**src/design/ncc_pkg.sv**
```systemverilog
`timescale 1ns / 1ps
`default_nettype none
package ncc_pkg;
    localparam int NCH = 4;
    localparam int CHANNELS = 4;
    localparam int ACC_W = 56;
    localparam int THR_W = 41;
    localparam int BIAS_W = 21;
    localparam int PROD_W = 2 * ACC_W;

    localparam logic [0:0] REG_THRESHOLD = 1'b0;
    localparam logic [0:0] REG_BIAS = 1'b1;

    typedef struct packed {
        logic               last_pixel;
        logic signed [15:0] target_ch3;
        logic signed [15:0] target_ch2;
        logic signed [15:0] target_ch1;
        logic signed [15:0] target_ch0;
        logic signed [15:0] template_ch3;
        logic signed [15:0] template_ch2;
        logic signed [15:0] template_ch1;
        logic signed [15:0] template_ch0;
    } t_in_beat;

    typedef struct packed {
        logic signed [15:0] ncc_ch3;
        logic signed [15:0] ncc_ch2;
        logic signed [15:0] ncc_ch1;
        logic signed [15:0] ncc_ch0;
        logic               success;
    } t_out_beat;

    typedef struct packed {
        logic              start;
        logic [ACC_W-1:0]  a;
        logic [ACC_W-1:0]  b;
    } t_mul_req;
endpackage
`default_nettype wire

```
**src/design/ncc_mul.sv**
```systemverilog
`timescale 1ns / 1ps
`default_nettype none
// Sequential 56x56 multiplier: one 56x14 partial product per cycle.
module ncc_mul import ncc_pkg::*; (
    input  wire logic              i_clk,
    input  wire logic              i_rst_n,
    input  wire t_mul_req          i_req,
    output logic                   o_done,
    output logic [PROD_W-1:0]      o_prod
);
    logic [ACC_W-1:0]  r_a;
    logic [ACC_W-1:0]  r_b;
    logic [PROD_W-1:0] r_acc;
    logic [2:0]        r_cnt;
    logic              r_busy;
    logic [69:0]       w_pp;

    assign w_pp = r_a * r_b[13:0];

    always_ff @(posedge i_clk) begin
        if (!i_rst_n) begin
            r_busy <= 1'b0;
            r_cnt  <= '0;
            o_done <= 1'b0;
        end else begin
            o_done <= 1'b0;
            if (i_req.start) begin
                r_busy <= 1'b1;
                r_cnt  <= '0;
                r_a    <= i_req.a;
                r_b    <= i_req.b;
                r_acc  <= '0;
            end else if (r_busy) begin
                r_acc <= r_acc + ({{(PROD_W-70){1'b0}}, w_pp} << (7'd14 * {4'd0, r_cnt}));
                r_b   <= r_b >> 14;
                r_cnt <= r_cnt + 3'd1;
                if (r_cnt == 3'd3) begin
                    r_busy <= 1'b0;
                    o_done <= 1'b1;
                end
            end
        end
    end
    assign o_prod = r_acc;
endmodule
`default_nettype wire

```
**config.mk**
```make
export PLATFORM = sky130hd
export DESIGN_NAME = ncc_mul
export DESIGN_NICKNAME = d
export VERILOG_FILES = /design/src/design/ncc_pkg.sv /design/src/design/ncc_mul.sv
export SDC_FILE = /design/constraint.sdc
export NUM_CORES = 2
export LEC_CHECK = 0
export BUFFER_PORTS_ARGS = -buffer_cell sky130_fd_sc_hd__buf_2
export CAP_MARGIN = 20
export CORE_UTILIZATION = 40
export DETAILED_ROUTE_END_ITERATION = 10
export SETUP_SLACK_MARGIN = 0.2
export SYNTH_ARGS = -nofsm -noshare
export SYNTH_HDL_FRONTEND = slang
export SYNTH_SLANG_ARGS = --single-unit
```
**constraint.sdc**
```tcl
create_clock -name i_clk -period 11.1 [get_ports i_clk]
set_clock_uncertainty 0.15 [all_clocks]
set_input_delay 0 -clock i_clk [delete_from_list [all_inputs] [get_ports i_clk]]
set_output_delay 0 -clock i_clk [all_outputs]
set_load 0.03 [all_outputs]
```
==> impl_metrics.json <==
{
  "status": "finished, final reports clean",
  "dp.cells": 7505,
  "synth_compound_area_frac": 0.146,
  "clkSinkCount": 229,
  "first_pass_iters": 6,
  "ys_seq_area_frac": 0.151,
  "clock_path_buffers": 3,
  "syn_nets": 6274,
  "path_class": "flip-flop to flip-flop",
  "gp_congestion": 0.983,
  "grt_pass1_vias": 43400,
  "yosys.area_share.simple": 0.184,
  "ios": 228,
  "drtIter0Drc": 3566,
  "cp_slowest_stage_delay_ns": 0.56,
  "timing.fmax_mhz": 91.5,
  "cts_tree": "yes",
  "final_common_cell": "buf_4",
  "ant_nets": 0,
  "grt_pass1_wl_um": 246000,
  "post_drt_via_cell_ratio": 5.48,
  "wl_um": 169000,
  "grt_max_degree": 84,
  "holdPathEnd": "r_cnt[0]$_SDFFE_PP0P_",
  "clkTransAtPathRegs_ns": 0.06,
  "htree_num_levels": 2,
  "stdcell_count": 7928,
  "critPathMaxFanout": 9,
  "grt_util_all_layers": 0.277,
  "synth_cell_types": 90,
  "yosysWarningCount": 0,
  "setup_viol": 0,
  "synth_edf_count": 224,
  "max_slew.worst_pin.slew_ns": 1.02,
  "worstPathArrival_ns": 11.13,
  "async_flop_share": 0,
  "hp-start": "i_rst_n",
  "wire_per_inst_um": 21.3,
  "route.vias.total": 43500,
  "maxSlewViolCount": 0,
  "grt_setup_unrepaired": "yes",
  "hp-class": "input port to flip-flop",
  "layout_common_cells": "894 x buf_4, 770 x nand2_1, 627 x inv_1, 627 x fa_1, 325 x nor2_1",
  "clock_latency_ns": 0.63,
  "area_growth_pct": 36.3,
  "synthAdderAreaFrac": 0.358,
  "dieArea_um2": 114000,
  "ys_ff_latch": 229,
  "dp_hpwl_um": 124000,
  "initial_utilization": 0.406,
  "cp-start-kind": "flip-flop",
  "tns_ns": 0,
  "syn-cell-area_um2": 45100,
  "synth_xor_xnor_area_share": 0.0315,
  "die_w_um": 338,
  "min_period_ns": 10.93,
  "slew_headroom": 0.318,
  "whs_ns": 0.215,
  "numCtsBuffers": 34,
  "setup_ws_ns": 0.168,
  "fp.dieH_um": 338,
  "antenna_found_initial": 2,
  "synthCells": 5259,
  "num_rows": 122,
  "syn_area_per_cell_um2": 8.57,
  "core_um2": 111000,
  "pre_cts_slack_ns": -0.473,
  "numPortBuffers": 227,
  "synthMuxAreaShare": 0.0464,
  "rr_endpoint": "o_prod[110]$_SDFFCE_PP0P_",
  "slowest_stage": "mux4_2",
  "reg2reg_setup_slack_ns": 0.17,
  "ys.flop_type": "edfxtp_1",
  "synth_top_family_by_area": "adder cells",
  "final_layout_size_suffix_gt1_frac": 0.287,
  "root_buffer": "clkbuf_16",
  "reg2reg_from": "r_b[11]$_DFFE_PP_",
  "route.detailed.drc": 0,
  "post-route-period-util": 0.985,
  "whs_path_depth": 4,
  "ff2ff_path_depth": 38,
  "required_ns": 11.30,
  "overflow": 0,
  "hold_viol": 0,
  "maxCapViolCount": 0,
  "endpoint_kind": "flip-flop",
  "final_nets": 7425
}
-- area by class of cell --
cell class              instances  area [µm²]
fillers                     10100       49700
multi-input cells            4049       37300
repair buffers               1450       11800
flip-flops and latches        229        6830
inverters                     646        2420
well taps                    1488        1860
clock buffers                  40         883
clock inverters                22         312
diodes                          4        10.0
-- registers in the layout, indices dropped and copies added (netlist names) --
| signal | flops |
|---|---|
| r_busy | 1 |
| r_a | 56 |
| o_prod | 112 |
| r_b | 56 |
| r_cnt | 3 |
| o_done | 1 |
-- layer usage --
metal | wire length, µm | track usage
met3 | 12800 | 0.0352
met1 | 69800 | 0.380
met4 | 7880 | 0.0952
met5 | 0 | 0
met2 | 78200 | 0.449
-- worst max-delay path by stage --
stage                                 to  slack [ns]               from  depth (start not counted)
2_1_floorplan  o_prod[106]$_SDFFCE_PP0P_        0.74   r_b[5]$_DFFE_PP_                         41
3_3_place_gp   o_prod[102]$_SDFFCE_PP0P_       -0.40  r_a[15]$_DFFE_PP_                         45
3_5_place_dp   o_prod[102]$_SDFFCE_PP0P_       -0.47  r_a[12]$_DFFE_PP_                         42
4_1_cts        o_prod[105]$_SDFFCE_PP0P_        0.11   r_b[5]$_DFFE_PP_                         43
5_1_grt        o_prod[109]$_SDFFCE_PP0P_       -0.09  r_b[11]$_DFFE_PP_                         43
6_report       o_prod[110]$_SDFFCE_PP0P_        0.17  r_b[11]$_DFFE_PP_                         38
-- critical path, delay by kind of cell, from the launching register on --
kind / cells / cell delay [ns]
xor+xnor: 2 / 0.34
fa+ha+maj: 8 / 3.63
flops: 1 / 0.44
buf+inv: 9 / 1.17
compound gates: 7 / 2.05
mux: 3 / 1.15
simple gates: 9 / 1.70
-- per-stage QoR --
stage	area [µm²]	utilization
after detailed placement	53700	0.483
after global routing	61400	0.553
after global placement	53700	0.483
after CTS	58100	0.523
final	61400	0.553
after floorplan	45100	-
-- logic make-up after synthesis --
logic type | after synthesis
xor+xnor | 162
fa+ha+maj | 900
compound gates | 1011
buf+inv | 981
mux | 182
simple gates | 1794
flops | 229
-- synth_stat cells (18+ instances only) --
master	count	area share
o31ai_1	21	0.0035
a21oi_1	303	0.034
o22ai_1	22	0.0031
o21a_1	42	0.0070
nand2_1	792	0.066
o221ai_1	23	0.0045
fa_1	649	0.29
nor3_1	56	0.0062
edfxtp_1	224	0.15
o21ai_0	193	0.021
or3_1	23	0.0032
mux2_2	85	0.021
o211ai_1	33	0.0055
clkbuf_1	260	0.022
buf_2	18	0.0020
and2_1	330	0.046
nor2b_1	23	0.0032
a211oi_1	28	0.0047
a31oi_1	26	0.0036
buf_1	52	0.0043
xnor2_1	106	0.021
nand4_1	74	0.010
nand3_1	57	0.0063
a21o_1	106	0.018
o21bai_1	33	0.0055
mux2i_1	84	0.019
a21boi_0	18	0.0030
ha_1	251	0.070
xor2_1	56	0.011
nor2_1	351	0.029
inv_1	643	0.054
and3_1	21	0.0029
-- timing repair --
item	in CTS	in global routing
hold buffers	226	0
endpoints found under the hold margin	129	0
setup endpoints to repair	26	47
setup buffers	27	80
resized for setup	172	473
cloned	1	22
pin swaps	41	172
Power is left out: the tool's default activity adds up to more than one toggle a clock period on the data nets, which glitch-free logic cannot reach.
